[config.mk]
export PLATFORM = sky130hd
export DESIGN_NAME = sact_ram
export DESIGN_NICKNAME = d
export VERILOG_FILES = /design/src/rtl/sact_ram.sv
export SDC_FILE = /design/constraint.sdc
export NUM_CORES = 1
export LEC_CHECK = 0
export BUFFER_PORTS_ARGS = -buffer_cell sky130_fd_sc_hd__buf_2
export CAP_MARGIN = 20
export CORE_ASPECT_RATIO = 0.8
export CORE_MARGIN = 2
export CORE_UTILIZATION = 60
export CTS_CLUSTER_SIZE = 12
export DETAILED_ROUTE_END_ITERATION = 12
export PLACE_DENSITY = 0.83
export SLEW_MARGIN = 40
export SYNTH_ARGS = -nofsm -noshare
export SYNTH_HDL_FRONTEND = slang
export SYNTH_SLANG_ARGS = --single-unit
export TNS_END_PERCENT = 50
[constraint.sdc]
create_clock -name clk -period 2.55 [get_ports clk]
set_input_delay 0.255 -clock clk [delete_from_list [all_inputs] [get_ports clk]]
set_output_delay 0.255 -clock clk [all_outputs]
set_load 0.01 [all_outputs]
[src/rtl/sact_ram.sv]
// generic single-write, single-read synchronous ram with registered read data
// no dependencies
`timescale 1ns / 1ps

module sact_ram #(
    parameter int WIDTH = 8,
    parameter int DEPTH = 64
) (
    input  logic                                   clk,
    input  logic                                   we,
    input  logic [(DEPTH > 1 ? $clog2(DEPTH) : 1)-1:0] waddr,
    input  logic [WIDTH-1:0]                       wdata,
    input  logic [(DEPTH > 1 ? $clog2(DEPTH) : 1)-1:0] raddr,
    output logic [WIDTH-1:0]                       rdata
);

    logic [WIDTH-1:0] mem [DEPTH];

    always_ff @(posedge clk)
    begin
        if (we)
        begin
            mem[waddr] <= wdata;
        end
        rdata <= mem[raddr];
    end

endmodule

* Word level (Yosys, flattened, before mapping)
Memories as Yosys holds them, arrays and structs flattened. A register that Yosys moved wholly into a read port is not among the register bits.
Cells that the tools add are included.
** Storage, ports and cells
- Flip-flop bits (word level) :: 0
- RAM bits :: 512
- Logic and storage cells :: 3
- Memories :: 1
** Cells by class
- Muxes and demuxes :: 2
** Memories
- mem :: words 64, bits a word 8, rd ports 1, clocked after memory_dff 1, wr ports 1, line 17 : logic [WIDTH-1:0] mem [DEPTH];
** Operators with widths (number)
- $mux 1 :: 2

* Longest topological paths before layout
- Depth in word-level cells :: 2
- Gate-level depth with buffers :: 9

* Worst setup path before layout
Ideal clock, no wire load.
- Kind :: input to register
- Start point :: input raddr[1] in the netlist's numbering
- End point :: register rdata[3], read port of mem
- Arrival time :: 1795 ps
- Path slack :: 627 ps
- Stages on the path :: 7
- Path buffers :: 3
- Cell sequence :: buf_4 -> buf_2 -> buf_2 -> mux4_2 -> mux4_2 -> o21ai_1 -> o41ai_1
** RTL lines
- start, declared :: line 13 : input logic [(DEPTH > 1 ? $clog2(DEPTH) : 1)-1:0] raddr,
- end, declared :: line 14 : output logic [WIDTH-1:0] rdata

==> reports/metrics.yaml <==
setup_path:
  worst_ep_required_time_ns: 2.98
  r2r-end: "rdata[4]"
  reg2reg_from: "mem[28][4]"
  start_kind: "flip-flop"
  arrival_ns: 2.60
  crit_type: "reg2reg"
  crit_path_end_kind: "flip-flop"
  cp_max_fo: 1
  r2r_slack_ns: 0.38
  rr_worst_depth: 5
worst_hold_path:
  hold_path_class: "in2reg"
  worstHoldPathCells: 1
  min_to: "mem[30][5]"
  hold_start: "wdata[5]"
synthesis:
  yosys.area_share.simple_pct: 3.39
  synth.area.mux_share_pct: 15.9
  syn_area_mm2: 0.0202
  yosysWarningCount: 0
  synth_compound_area_share_pct: 2.07
  synth_edf_count: 512
  synth_cells: 940
  synthArstFlopShare_pct: 0
  synth_flop_cell: "edfxtp_1"
  synth_top_family_by_area: "multiplexers"
  yosys.cell_types.count: 40
  synthXorXnorAreaFrac_pct: 0
  synth_seq_cells: 520
  synthAdderAreaFrac_pct: 0
  avgSynthCellArea_um2: 21.5
  yosysSeqAreaShare_pct: 77.0
  syn_nets: 962
sta:
  setup_viol: 0
  tns_ns: 0
  relSlewSlack_pct: 47.9
  rsz0062_at_grt: "no"
  fin_worst_skew_ns: 0.0102
  drv_slew: 0
  max_freq_ghz: 0.461
  post-route-period-util_pct: 85.1
  finalHoldViolCount: 0
  worst-slew-pin-transition_ns: 0.782
  min_period_ns: 2.17
grt:
  grt_overflow_total: 0
  grt_pass1_vias: 10520
  grt_max_degree: 65
  top_usage_layer: "met2"
  use_met3_pct: 6.88
  use_met2_pct: 42.2
  grt_pass1_wl_um: 68200
  grt_usage_pct: 27.1
  grt_antenna_before_repair: 3
  grtUsageMet1_pct: 38.2
clocking:
  cts_resized: 0
  clk_pin_slew_ns: 0.06
  cts_buffers: 50
  cts_root_buf: "clkbuf_16"
  cts_setup_buffers: 0
  htree_levels: 2
  clk_latency_ns: 0.57
  cts_sinks: 520
  holdBufCountCts: 0
  cts_tree: "done"
  clk_path_buf_depth: 3
flow_run:
  max_cap_violations: 0
outcome:
  outcome: "complete, no violations"
route:
  wl_um: 45700
  route.detailed.drc: 0
  via_per_inst: 6.59
  drt_pre_antenna_iters: 8
  vias: 10259
  drt_iter0_drc: 1384
  wire_per_inst_um: 29.3
  antenna_left: 0
cells_and_area:
  drive_gt1_share_pct: 30.6
  areaGrowthSynthToFinish_pct: 14.3
  num-nets-final: 1106
  mostFrequentLayoutCell: "edfxtp_1"
  final_cell_mix: "edfxtp_1, mux4_2, buf_4, nor2_1, clkbuf_16"
floorplanning:
  die_h_um: 168
  die-area_mm2: 0.0351
  initial_core_util_pct: 60.5
  coreArea_mm2: 0.0333
  die_w_um: 209
  num_rows: 60
  io_pins: 30
power_and_ir_drop:
  leakage_nw: 7.43
  max-vdd-ir-drop_v: 0.000611
  power_density_mw_per_mm2: 748
  power_mw: 17.2
placement:
  place_congestion: 0.888
  dp_hpwl_um: 28600
  portBuffers: 29
==> synth_stat cells, drive strengths merged (2+ instances only) <==
library cell | n | area share [%]
edfxtp | 512 | 76
mux4 | 126 | 14
nor2 | 83 | 1.5
buf | 34 | 1.3
mux2i | 23 | 1.1
nand2 | 19 | 0.35
clkbuf | 17 | 0.32
nor2b | 14 | 0.43
mux2 | 13 | 0.73
nand3 | 13 | 0.32
dfxtp | 8 | 0.79
o221ai | 8 | 0.35
o22ai | 8 | 0.25
nand2b | 7 | 0.22
nor3 | 7 | 0.17
a221oi | 6 | 0.26
a211oi | 4 | 0.15
o21ai | 4 | 0.099
a21oi | 3 | 0.074
a22oi | 3 | 0.11
nand3b | 3 | 0.11
o2111ai | 3 | 0.13
o2bb2ai | 3 | 0.13
a2111oi | 2 | 0.087
nand4 | 2 | 0.062
nor4 | 2 | 0.062
o21a | 2 | 0.074
o221a | 2 | 0.11
o32ai | 2 | 0.087
o41ai | 2 | 0.087
==> flip-flops by register name, indices dropped and copies added (netlist names) <==
signal,cells
rdata,8
mem,512
==> worst max-delay path, stage by stage, from the launching register on <==
cell and delay, ns:
edfxtp_1 0.37, mux4_2 0.46, mux2_2 0.30, o221a_2 0.30, nor3_1 0.43, o32ai_1 0.17
==> metal layers <==
layer / vias up / share of wire [%]
met4: 0 / 3.4
met1: 5298 / 38
met3: 107 / 11
li1: 4223 / -
met2: 631 / 48
met5: - / 0
==> where the power goes <==
part           total (mW)  leakage (nW)  internal [mW]  switching [mW]
combinational       0.931          2.04          0.375           0.556
sequential           9.49          4.67           9.46          0.0319
clock                6.82         0.721           3.90            2.92
total                17.2          7.43           13.7            3.51
==> final cells by class <==
type,instances,area (µm²)
flip-flops and latches,520,15500
multi-input cells,369,4320
repair buffers,143,1150
fillers,1960,10300
clock buffers,84,1470
clock inverters,4,18.8
diodes,3,7.51
well taps,434,543
==> how the worst max path moves through the flow <==
| stage | start | endpoint | slack (ns) |
|---|---|---|---|
| after CTS | mem[28][4] | rdata[4] | 0.39 |
| final | mem[28][4] | rdata[4] | 0.38 |
| after global placement | raddr[0] | rdata[7] | 0.17 |
| after detailed placement | raddr[0] | rdata[6] | 0.15 |
| after floorplan | raddr[1] | rdata[3] | 0.63 |
| after global routing | mem[28][4] | rdata[4] | 0.37 |
==> stage by stage <==
step	utilization, %	cell area [µm²]	instances	hold slack, ns	worst slack (ns)
2_1_floorplan	-	20200	940	0.354	0.627
3_3_place_gp	64.6	21500	1466	0.684	0.169
3_5_place_dp	64.6	21500	1466	0.686	0.149
4_1_cts	69.1	23000	1554	0.0953	0.388
5_1_grt	69.1	23000	1555	0.127	0.365
6_report	69.1	23000	1557	0.112	0.380
==> logic make-up after synthesis <==
family	Yosys count
AND/OR/NAND/NOR	153
buffers and inverters	51
flip-flops	520
multiplexers	162
AO/OA/AOI/OAI	54
Note: power is estimated with default switching activity, not from simulation.
