<file path="src/rtl/sact_pkg.sv">
// shared constants and types for the set-associative cache tag controller
// no dependencies
`timescale 1ns / 1ps

package sact_pkg;

    localparam int DEF_SETS       = 64;
    localparam int DEF_WAYS       = 8;
    localparam int DEF_LINE_BYTES = 64;
    localparam int DEF_ADDR_BITS  = 32;
    localparam int DEF_STAMP_BITS = 32;

    localparam int WAY_IDX_W = 4;

    localparam logic [1:0] RK_LRU  = 2'd0;
    localparam logic [1:0] RK_PLRU = 2'd1;
    localparam logic [1:0] RK_TREE = 2'd2;
    localparam logic [1:0] RK_RAND = 2'd3;

    localparam logic [1:0] OP_STATUS = 2'd0;
    localparam logic [1:0] OP_FILL   = 2'd1;
    localparam logic [1:0] OP_WBACK  = 2'd2;
    localparam logic [1:0] OP_STORE  = 2'd3;

    localparam logic [2:0] CFG_REPL     = 3'd0;
    localparam logic [2:0] CFG_WALLOC   = 3'd1;
    localparam logic [2:0] CFG_WBACK    = 3'd2;
    localparam logic [2:0] CFG_PF_EN    = 3'd3;
    localparam logic [2:0] CFG_PF_CNT   = 3'd4;
    localparam logic [2:0] CFG_PF_STRD  = 3'd5;

    localparam logic [15:0] LFSR_SEED = 16'hACE1;
    localparam logic [3:0]  PF_MAX    = 4'd8;

    typedef struct packed {
        logic                 hit;
        logic [WAY_IDX_W-1:0] hit_way;
        logic [WAY_IDX_W-1:0] victim;
    } sel_t;

endpackage

</file>
<file path="src/rtl/sact_way_sel.sv">
// hit detection and replacement victim choice over one set row
// depends on sact_pkg
`timescale 1ns / 1ps

module sact_way_sel #(
    parameter int WAYS  = sact_pkg::DEF_WAYS,
    parameter int TAG_W = 20,
    parameter int SW    = sact_pkg::DEF_STAMP_BITS,
    parameter int WAY_W = 3
) (
    input  logic [WAYS*TAG_W-1:0] tags,
    input  logic [WAYS*SW-1:0]    stamps,
    input  logic [WAYS-1:0]       valid,
    input  logic [WAYS-1:0]       mru,
    input  logic [TAG_W-1:0]      tag,
    input  logic [1:0]            kind,
    input  logic [WAY_W-1:0]      rand_way,
    output sact_pkg::sel_t        sel
);

    localparam int P = 1 << WAY_W;

    logic [WAY_W-1:0] hit_w;
    logic             hit_f;
    logic [WAY_W-1:0] inv_w;
    logic             inv_f;
    logic [WAY_W-1:0] plru_w;
    logic [WAY_W-1:0] node_idx [2*P];
    logic [SW-1:0]    node_stm [2*P];
    logic             node_ok  [2*P];
    logic [WAY_W-1:0] vic;

    always_comb
    begin
        hit_w  = '0;
        hit_f  = 1'b0;
        inv_w  = '0;
        inv_f  = 1'b0;
        plru_w = '0;
        for (int w = WAYS - 1; w >= 0; w--)
        begin
            if (valid[w] && tags[w*TAG_W +: TAG_W] == tag)
            begin
                hit_w = WAY_W'(w);
                hit_f = 1'b1;
            end
            if (!valid[w])
            begin
                inv_w = WAY_W'(w);
                inv_f = 1'b1;
            end
            if (!mru[w])
            begin
                plru_w = WAY_W'(w);
            end
        end
    end

    // min-stamp tree, lower way wins a tie
    always_comb
    begin
        for (int n = 0; n < 2 * P; n++)
        begin
            node_idx[n] = '0;
            node_stm[n] = '0;
            node_ok[n]  = 1'b0;
        end
        for (int i = 0; i < P; i++)
        begin
            node_idx[P+i] = WAY_W'(i);
            if (i < WAYS)
            begin
                node_stm[P+i] = stamps[i*SW +: SW];
                node_ok[P+i]  = 1'b1;
            end
        end
        for (int n = P - 1; n >= 1; n--)
        begin
            if (node_ok[2*n+1] && (!node_ok[2*n] || node_stm[2*n+1] < node_stm[2*n]))
            begin
                node_idx[n] = node_idx[2*n+1];
                node_stm[n] = node_stm[2*n+1];
            end
            else
            begin
                node_idx[n] = node_idx[2*n];
                node_stm[n] = node_stm[2*n];
            end
            node_ok[n] = node_ok[2*n] || node_ok[2*n+1];
        end
    end

    always_comb
    begin
        case (kind)
            sact_pkg::RK_PLRU: vic = plru_w;
            sact_pkg::RK_RAND: vic = (WAYS > 1) ? rand_way : '0;
            default:           vic = inv_f ? inv_w : node_idx[1];
        endcase
    end

    assign sel.hit     = hit_f;
    assign sel.hit_way = sact_pkg::WAY_IDX_W'(hit_w);
    assign sel.victim  = sact_pkg::WAY_IDX_W'(vic);

endmodule

</file>
<file path="config.mk">
export PLATFORM = sky130hd
export DESIGN_NAME = sact_way_sel
export DESIGN_NICKNAME = d
export VERILOG_FILES = /design/src/rtl/sact_pkg.sv /design/src/rtl/sact_way_sel.sv
export SDC_FILE = /design/constraint.sdc
export NUM_CORES = 1
export LEC_CHECK = 0
export BUFFER_PORTS_ARGS = -buffer_cell sky130_fd_sc_hd__buf_2
export CAP_MARGIN = 20
export CORE_AREA = 5 5 177 179
export DETAILED_ROUTE_END_ITERATION = 7
export DIE_AREA = 0 0 182 184
export PLACE_DENSITY = 0.64
export SYNTH_ARGS = -nofsm -noshare
export SYNTH_HDL_FRONTEND = slang
export SYNTH_SLANG_ARGS = --single-unit
</file>
<file path="constraint.sdc">
create_clock -name vclk -period 11.6
set_input_delay 1.16 -clock vclk [all_inputs]
set_output_delay 1.16 -clock vclk [all_outputs]
set_load 0.05 [all_outputs]
</file>
Word level (Yosys, flattened, before mapping). Index checks and enable logic that the tools add are counted.

Flip-flop bits (word level): 0. Bits in latches: 0. Memory bits (writable): 0. Memory bits (read-only): 0. Input bits: 457. Output and inout port bits: 9. Word-level logic and storage cells: 80. Memories kept: 0.

$add $sub $neg: 0. Multiply operators: 0. Div/mod/pow operators: 0. Magnitude comparators: 7. Equal/unequal tests: 10. Shift-type cells: 0. Muxes and demuxes: 55. Bitwise gates (word level): 0. Reductions and logical operators: 8.

Operators with widths (number): 32-bit less-than comparator (7); 32-bit two-way mux (6); 20-bit == test (8); 3-bit two-way mux (28); 1-bit two-way mux (20); 1-bit logical AND (8); 3-bit case mux with 2 select lines (1); 2-bit by 1-bit == test with 1-bit output (second input constant) (1); 2-bit == test (second input constant) (1).

Depth between registers and ports, before layout. Gate-level depths: netlist of the first run.

Depth after elaboration: 10. Gate-level depth with buffers: 33. Gate-level depth less buffers: 30.

Least setup slack after synthesis of the first run. No wires, ideal clock.

Kind: input port to output port. Start point: input port stamps[201]. End point: output port sel[1] (netlist bit). Arrival time: 8.134 ns. Required time: 10.440 ns. Slack: 2.306 ns. Cell stages on the path: 31. Buffers on the path: 2. Cells stage by stage: inv_1 > ha_1 > a21o_1 > a221o_1 > a21oi_1 > o2111ai_1 > a211oi_2 > clkbuf_1 > mux2i_1 > inv_1 > ha_1 > a21o_1 > a221oi_1 > nor2_1 > or4_1 > nor2_1 > nand2_1 > o21ai_1 > buf_2 > mux2i_1 > ha_1 > a21o_1 > a21o_1 > a21oi_1 > o21ai_0 > a221o_1 > nor3_1 > o21a_1 > nand4_1 > and3_1 > o221ai_1.

RTL lines: start: declaration (line sact_way_sel.sv:12) `input logic [WAYS*SW-1:0] stamps,`; end: declaration (line sact_way_sel.sv:18) `output sact_pkg::sel_t sel`.

==> out/qor.txt, run 1 <==
RUN STATUS
-------------------------------------------------------------------------------------
Outcome                                                                     completed

GLOBAL ROUTE
-------------------------------------------------------------------------------------
Vias in the first global route                                                  11376
Global-route wire length before repair                                   59100 microns
Initial antenna violation count                                                    15
Aggregate global-route resource usage                                           22.3%
Largest net degree at the start of global routing                                  64
Total overflow reported by the global router                                        0

CLOCK TREE
-------------------------------------------------------------------------------------
Hold Buf Count CTS                                                                  0
Count of instances resized after the clock tree is built                            0
Setup repair bufs after CTS                                                         0

DETAILED ROUTING
-------------------------------------------------------------------------------------
Highest layer used for signal routing                                            met5
Final routed wire length divided by cell count                           19.0 microns
Vias                                                                            11060
Router iterations before antenna repair                                             5
Final antenna-violating net count                                                   0
Post-detailed-route DRC marker count                                                0
Total length of routed met3 wires                                        2680 microns
WL final                                                                 40800 microns
Initial DRC count                                                                 415
Met2 layer wire length in the routed design                              22600 microns
M1 WL                                                                    14400 microns
Drt via density                                                                  5.15

PLACED DESIGN
-------------------------------------------------------------------------------------
Detail Placement HPWL                                                    37700 microns
I/O Buffers                                                                       464
Cell count after placement                                                       2141
Placer congestion estimate                                                      0.978

WORST SETUP PATH
-------------------------------------------------------------------------------------
Critical-path maximum fanout                                                       20
Class of the most critical setup path                                    input pin to primary output
Critical path's slowest cell                                                 a211oi_4
Critical path arrival                                                         9170 ps
Nature of the critical path endpoint                                     primary output
CP peak stage delay                                                            850 ps
WP data required                                                             10440 ps
Crit path top cell by count                                                   a21oi_1
Type of element launching the critical path                                 input pin

DIE
-------------------------------------------------------------------------------------
Vertical die dimension                                                    184 microns
Floorplan die width                                                       182 microns
Standard-cell rows                                                                 63
Io pins                                                                           466
Area of the placeable core                                                29400 sq um
Area enclosed by the die boundary                                         33500 sq um
Effective utilization at floorplan                                              32.0%

SYNTHESIS
-------------------------------------------------------------------------------------
Netlist Area Pre-Place                                                     9410 sq um
Post-Synthesis Mean Instance Area                                          7.07 sq um
Main area contributors after synthesis                                   ha_1 29%, xnor2_1 12%, mux2i_1 10%
Cells after Synth                                                                1331
Distinct cells, synth                                                              58
Sequential element share of the synthesized area                                   0%
Top cell type by total area after synthesis                                      ha_1
Total of warnings raised by yosys                                                   0
Area share of the largest cell type after synthesis                             28.8%

STA
-------------------------------------------------------------------------------------
Final Hold Vio Count                                                                0
Worst hold slack                                                              2870 ps
Count of endpoints failing setup in the final report                                0
Headroom to the max-slew limit                                                  26.0%
Final worst path period need                                                 10330 ps
Accumulated negative setup slack                                                 0 ps
Number of slew-limit violations in the final report                                 0
Transition time at the pin with the least slew margin                         1110 ps
F_max                                                                        96.8 MHz
Final critical-path share of the clock period                                   89.1%
Setup repair after global routing missed its margin                                no

CELLS AND AREA
-------------------------------------------------------------------------------------
Storage element area                                                          0 sq um
Finished Layout Cells                                                            2148
Most frequent standard cell in the layout excluding fill and tap cells          buf_2
Nets@finish                                                                      2427
Share of post-route cells with drive strength above 1                           27.6%
Area growth syn-to-layout                                                       28.8%
Commonest cells after routing, fill and taps aside                       464 x buf_2, 217 x ha_1, 168 x inv_1
Number of clock buffers in the layout                                               0
Number of sequential storage elements                                               0

POWER
-------------------------------------------------------------------------------------
Leakage power figure                                                          6.74 nW
Total power divided by cell area                                         66.4 nW/um^2
Maximum ir drop on the vdd rail                                             0.0326 mV
Total power after layout                                                     0.805 mW

JOB
-------------------------------------------------------------------------------------
Max Cap Viol                                                                        0

WORST HOLD PATH
-------------------------------------------------------------------------------------
Worst min-delay path class                                               input pin to primary output

## path summary, 6_finish.rpt
path	from	cells after the start	to	slack (ps)
min	kind[0]	3	sel[2]	2870
max	stamps[203]	32	sel[2]	1270
## critical path, delay by kind of cell
kind / cells / cell delay, ps
compound gates: 15 / 3970
fa+ha+maj: 3 / 820
buf+inv: 6 / 1390
mux: 2 / 480
simple gates: 6 / 1340
## synthesized netlist by cell type, drive strengths merged, types with 8 or more instances
cell    number
buf         16
nand4       62
nand2      125
inv        168
clkbuf      36
xnor2      124
mux2i       96
a21o        33
o21ai       99
a211oi      13
o21a        10
and4         8
nand3       20
a21oi       98
xor2        36
nor3        13
nor2        54
nor4        19
ha         217
## stage by stage
stage	util (%)	area, sq um	setup WS (ps)
after floorplan	-	9420	2310
after global placement	41.2	12100	1490
after detailed placement	41.2	12100	1320
after CTS	41.2	12100	1300
after global routing	41.2	12100	691
final	41.2	12100	1270
## cell type report
class                      count  area [sq um]
inverter                     168           631
multi-input combinational   1112          8610
antenna                        7          17.5
fill                        3098         17300
timing repair buffer         471          2370
tap                          390           488
## power breakdown
group	total, mW	internal, mW	switching [mW]
Clock	0.0000000811	0.0000000810	0
Sequential	0	0	0
Combinational	0.805	0.351	0.454
Total	0.805	0.351	0.454
## per-layer routing
metal | vias up | global-route usage (%)
li1 | 5569 | -
met1 | 5001 | 22.7
met2 | 402 | 46.3
met3 | 74 | 3.72
met4 | 14 | 5.46
met5 | - | 0
## kinds of logic after synthesis
kind of cell / synth area share, %
xor+xnor: 14.9
other cells: 0.0398
buf+inv: 9.02
simple gates: 17.3
compound gates: 19.5
fa+ha+maj: 28.8
mux: 10.4
Power figures use the tool's default switching activity.
==> run 2: changes to the inputs <==
RECOVER_POWER = 100   (was unset)
==> out/qor.txt, run 2 (synthesis gave the netlist of run 1 again) <==
RUN STATUS
-------------------------------------------------------------------------------------
Outcome                                                                     completed   unchanged

DIE
-------------------------------------------------------------------------------------
Area enclosed by the die boundary                                         33500 sq um   unchanged
Io pins                                                                           466   unchanged
Standard-cell rows                                                                 63   unchanged
Vertical die dimension                                                    184 microns   unchanged
Floorplan die width                                                       182 microns   unchanged
Area of the placeable core                                                29400 sq um   unchanged
Effective utilization at floorplan                                              32.0%   unchanged

GLOBAL ROUTE
-------------------------------------------------------------------------------------
Aggregate global-route resource usage                                           22.3%   unchanged
Largest net degree at the start of global routing                                  64   unchanged
Vias in the first global route                                                  11376   unchanged
Initial antenna violation count                                                    15   unchanged
Total overflow reported by the global router                                        0   unchanged
Global-route wire length before repair                                   59100 microns   unchanged

CELLS AND AREA
-------------------------------------------------------------------------------------
Share of post-route cells with drive strength above 1                           27.4%   was 27.6%
Commonest cells after routing, fill and taps aside                       460 x buf_2, 217 x ha_1, 168 x inv_1   was 464 x buf_2, 217 x ha_1, 168 x inv_1
Storage element area                                                          0 sq um   unchanged
Finished layout cell area                                                 12100 sq um   about the same
Number of sequential storage elements                                               0   unchanged
Nets@finish                                                                      2427   unchanged
Number of clock buffers in the layout                                               0   unchanged
Most frequent standard cell in the layout excluding fill and tap cells          buf_2   unchanged
Area growth syn-to-layout                                                       28.6%   was 28.8%
Finished Layout Cells                                                            2148   unchanged

STA
-------------------------------------------------------------------------------------
Final Hold Vio Count                                                                0   unchanged
Number of slew-limit violations in the final report                                 0   unchanged
Headroom to the max-slew limit                                                  25.8%   was 26.0%
Count of endpoints failing setup in the final report                                0   unchanged
Setup repair after global routing missed its margin                                no   unchanged
Transition time at the pin with the least slew margin                         1110 ps   about the same
Accumulated negative setup slack                                                 0 ps   unchanged
F_max                                                                        94.3 MHz   was 96.8 MHz
Final worst path period need                                                 10600 ps   was 10330 ps
Final worst-path setup slack                                                   996 ps   was 1270 ps
Final critical-path share of the clock period                                   91.4%   was 89.1%

WORST HOLD PATH
-------------------------------------------------------------------------------------
Hold path startpoint                                                          kind[0]   unchanged
Worst hold stages                                                                   3   unchanged
Hold-critical path endpoint                                                    sel[2]   unchanged
Worst min-delay path class                                               input pin to primary output   unchanged

WORST SETUP PATH
-------------------------------------------------------------------------------------
Type of element launching the critical path                                 input pin   unchanged
WP data required                                                             10440 ps   about the same
Class of the most critical setup path                                    input pin to primary output   unchanged
CP peak stage delay                                                            850 ps   about the same
Critical path arrival                                                         9440 ps   was 9170 ps
Crit path top cell by count                                                   a21oi_1   unchanged
Nature of the critical path endpoint                                     primary output   unchanged
Critical-path maximum fanout                                                       20   unchanged
Critical path's slowest cell                                                 a211oi_4   unchanged

DETAILED ROUTING
-------------------------------------------------------------------------------------
Post-detailed-route DRC marker count                                                0   unchanged
Final routed wire length divided by cell count                           19.0 microns   about the same
Vias                                                                            11070   was 11060
Initial DRC count                                                                 408   was 415
Drt via density                                                                  5.15   about the same
Router iterations before antenna repair                                             5   unchanged
Final antenna-violating net count                                                   0   unchanged
WL final                                                                 40800 microns   about the same

JOB
-------------------------------------------------------------------------------------
Max Cap Viol                                                                        0   unchanged

PLACED DESIGN
-------------------------------------------------------------------------------------
I/O Buffers                                                                       464   unchanged
Detail Placement HPWL                                                    37700 microns   unchanged
Placement-stage cell area                                                 12100 sq um   unchanged
Post-place setup slack                                                        1320 ps   unchanged
Cell count after placement                                                       2141   unchanged
Placer congestion estimate                                                      0.978   unchanged

POWER
-------------------------------------------------------------------------------------
Maximum ir drop on the vdd rail                                             0.0328 mV   was 0.0326 mV
Total power divided by cell area                                         66.4 nW/um^2   about the same
Leakage power figure                                                          6.72 nW   was 6.74 nW
Total power after layout                                                     0.804 mW   was 0.805 mW

CLOCK TREE
-------------------------------------------------------------------------------------
Setup repair bufs after CTS                                                         0   unchanged
Hold Buf Count CTS                                                                  0   unchanged
Count of instances resized after the clock tree is built                            0   unchanged

==> run 2: cell types whose count changed in the layout (fill, tap and decap cells not counted) <==
cell	change
buf_2	-4
clkbuf_1	+4
o21ai_2	+1
o21ai_4	-1
==> run 2: layout make-up <==
type | count | area, sq um
Fill cell | 3102 | 17300
Multi-Input combinational cell | 1112 | 8600
Timing Repair Buffer | 471 | 2370
Inverter | 168 | 631
Tap cell | 390 | 488
Antenna cell | 7 | 17.5
==> run 2: report_power, final <==
group	switching [mW]	total (mW)	internal, mW
registers	0	0	0
logic	0.453	0.804	0.351
clock network	0	0.0000000810	0.0000000810
total	0.453	0.804	0.351
==> run 2: how the worst max path moves through the flow <==
stage	depth (start not counted)	startpoint	endpoint
floorplan	31	stamps[201]	sel[1]
global placement	32	stamps[203]	sel[2]
detailed placement	32	stamps[203]	sel[1]
CTS	32	stamps[203]	sel[2]
global route	32	stamps[203]	sel[2]
finish	32	stamps[203]	sel[2]
==> run 2: stage by stage <==
step,utilization [%],hold slack [ps]
after floorplan,-,2690
after global placement,41.2,2860
after detailed placement,41.2,2870
after CTS,41.2,2870
after global routing,41.2,2880
final,41.2,2870
==> run 2: worst max-delay path: cells and delay by family <==
family	cells	cell delay, ps
AND/OR/NAND/NOR	6	1320
AO/OA/AOI/OAI	15	4240
buffers and inverters	6	1410
adder cells (fa/ha/maj)	3	830
multiplexers	2	480
==> run 2: routing by layer <==
layer / part of all wire, % / wire, microns / track usage [%]
met4: 2.6 / 1080 / 5.46
met1: 35 / 14400 / 22.7
met5: 0.24 / 96 / 0
met3: 6.5 / 2650 / 3.72
met2: 55 / 22600 / 46.3
==> run 3: changes to the inputs <==
--- a/config.mk
+++ b/config.mk
@@ -7,2 +7,3 @@
 export LEC_CHECK = 0
+export ABC_AREA = 0
 export BUFFER_PORTS_ARGS = -buffer_cell sky130_fd_sc_hd__buf_2
==> constraint.sdc (replaced) <==
create_clock -name vclk -period 11.6
set_input_delay 1.16 -clock vclk [all_inputs]
set_output_delay 1.16 -clock vclk [all_outputs]
set_load 0.005 [all_outputs]
==> out/qor.txt, run 3 (synthesis gave the netlist of run 1 again) <==
RUN STATUS
-------------------------------------------------------------------------------------
Outcome                                                                     completed   unchanged

WORST SETUP PATH
-------------------------------------------------------------------------------------
Critical-path maximum fanout                                                       63   was 20
Critical path's slowest cell                                                    or2_2   was a211oi_4
Type of element launching the critical path                                 input pin   unchanged
Class of the most critical setup path                                    input pin to primary output   unchanged
CP peak stage delay                                                            820 ps   was 850 ps
Buf/Inv on CP                                                                       3   was 6
WP data required                                                             10440 ps   about the same
Nature of the critical path endpoint                                     primary output   unchanged
Crit path top cell by count                                                   o21ai_0   was a21oi_1
Largest delay share family, worst path                                   compound AO/OA/AOI/OAI gates   unchanged
Critical path arrival                                                         9110 ps   was 9440 ps

GLOBAL ROUTE
-------------------------------------------------------------------------------------
Global routing usage on met1                                                    21.7%   was 22.7%
Aggregate global-route resource usage                                           21.7%   was 22.3%
Total overflow reported by the global router                                        0   unchanged
Vias in the first global route                                                  11246   was 11376
GRT met3 Usage                                                                  4.00%   was 3.72%
Global-route wire length before repair                                   57700 microns   was 59100 microns
Initial antenna violation count                                                    14   was 15
GRT busiest layer                                                                met2   unchanged
Global Route met2 Usage                                                         44.9%   was 46.3%
Largest net degree at the start of global routing                                  64   unchanged

DETAILED ROUTING
-------------------------------------------------------------------------------------
WL final                                                                 39800 microns   was 40800 microns
Drt via density                                                                  5.11   was 5.15
Final routed wire length divided by cell count                           18.5 microns   was 19.0 microns
Post-detailed-route DRC marker count                                                0   unchanged
Router iterations before antenna repair                                             5   unchanged
Vias                                                                            10980   was 11070
Initial DRC count                                                                 367   was 408
Final antenna-violating net count                                                   0   unchanged

DIE
-------------------------------------------------------------------------------------
Effective utilization at floorplan                                              32.0%   unchanged
Area enclosed by the die boundary                                         33500 sq um   unchanged
Standard-cell rows                                                                 63   unchanged
Vertical die dimension                                                    184 microns   unchanged
Area of the placeable core                                                29400 sq um   unchanged
Floorplan die width                                                       182 microns   unchanged
Io pins                                                                           466   unchanged

CLOCK TREE
-------------------------------------------------------------------------------------
Hold Buf Count CTS                                                                  0   unchanged
Count of instances resized after the clock tree is built                            0   unchanged
Setup repair bufs after CTS                                                         0   unchanged

STA
-------------------------------------------------------------------------------------
Headroom to the max-slew limit                                                  30.4%   was 25.8%
Setup repair after global routing missed its margin                                no   unchanged
Transition time at the pin with the least slew margin                         1040 ps   was 1110 ps
Count of endpoints failing setup in the final report                                0   unchanged
Number of slew-limit violations in the final report                                 0   unchanged
Final worst path period need                                                 10270 ps   was 10600 ps
Accumulated negative setup slack                                                 0 ps   unchanged
F_max                                                                        97.4 MHz   was 94.3 MHz
Final critical-path share of the clock period                                   88.5%   was 91.4%
Final Hold Vio Count                                                                0   unchanged

CELLS AND AREA
-------------------------------------------------------------------------------------
Final standard cell utilization of the core                                     41.2%   about the same
Number of sequential storage elements                                               0   unchanged
Number of clock buffers in the layout                                               0   unchanged
Commonest cells after routing, fill and taps aside                       460 x buf_2, 217 x ha_1, 168 x inv_1   unchanged
Storage element area                                                          0 sq um   unchanged
Share of post-route cells with drive strength above 1                           27.4%   unchanged
Number of fillers in the final layout                                            3129   was 3102
Nets@finish                                                                      2427   unchanged
Most frequent standard cell in the layout excluding fill and tap cells          buf_2   unchanged
Area growth syn-to-layout                                                       28.7%   was 28.6%
Finished layout cell area                                                 12100 sq um   about the same

PLACED DESIGN
-------------------------------------------------------------------------------------
I/O Buffers                                                                       464   unchanged
Placer congestion estimate                                                      0.975   was 0.978
Detail Placement HPWL                                                    36900 microns   was 37700 microns
Placement-stage cell area                                                 12100 sq um   unchanged

POWER
-------------------------------------------------------------------------------------
Leakage power figure                                                          6.73 nW   was 6.72 nW
Maximum ir drop on the vdd rail                                             0.0314 mV   was 0.0328 mV
Total power divided by cell area                                         65.7 nW/um^2   was 66.4 nW/um^2
Total power after layout                                                     0.796 mW   was 0.804 mW

WORST HOLD PATH
-------------------------------------------------------------------------------------
Worst min-delay path class                                               input pin to primary output   unchanged
Worst hold stages                                                                   3   unchanged
Hold-critical path endpoint                                                    sel[2]   unchanged
Hold path startpoint                                                          kind[0]   unchanged

JOB
-------------------------------------------------------------------------------------
Max Cap Viol                                                                        0   unchanged

[run 3: changes by cell type in the layout (fill, tap and decap cells not counted), sizes merged]
cell	previous run	this run
diode	7	6
[run 3: worst max path at each step]
stage	start	to	slack [ps]	cells after the start
after floorplan	stamps[201]	sel[0]	2780	31
after global placement	stamps[203]	sel[0]	1680	31
after detailed placement	stamps[203]	sel[0]	1450	31
after CTS	stamps[203]	sel[0]	1410	31
after global routing	stamps[91]	sel[0]	780	28
final	stamps[91]	sel[0]	1330	28
[run 3: tightest hold or removal path, cell delays in order]
cell	delay (ps)
buf_2	190
a21o_1	130
buf_2	100
[run 3: report_power, final]
group	internal (mW)	total, mW	switching, mW
combinational	0.350	0.796	0.446
sequential	0	0	0
clock	0.0000000694	0.0000000695	0
total	0.350	0.796	0.446
[run 3: metrics by stage]
step | setup slack (ps) | hold WS [ps] | std cells
4_1_cts | 1410 | 2740 | 2141
3_5_place_dp | 1450 | 2740 | 2141
5_1_grt | 783 | 2760 | 2146
2_1_floorplan | 2780 | 2490 | 1332
3_3_place_gp | 1680 | 2740 | 2141
6_report | 1330 | 2750 | 2147
[run 3: area by class of cell]
type                            count  area, sq um  share of cell area [%]
Tap cell                          390          488                    4.03
Multi-Input combinational cell   1112         8610                    71.1
Inverter                          168          631                    5.21
Timing Repair Buffer              471         2370                    19.6
Antenna cell                        6         15.0                   0.124
[run 3: layer usage]
metal  wire length [microns]  vias to the layer above
met2                   21800                      363
met3                    2660                       69
met4                    1320                       14
met1                   14000                     4959
met5                      81                        -
li1                        -                     5575
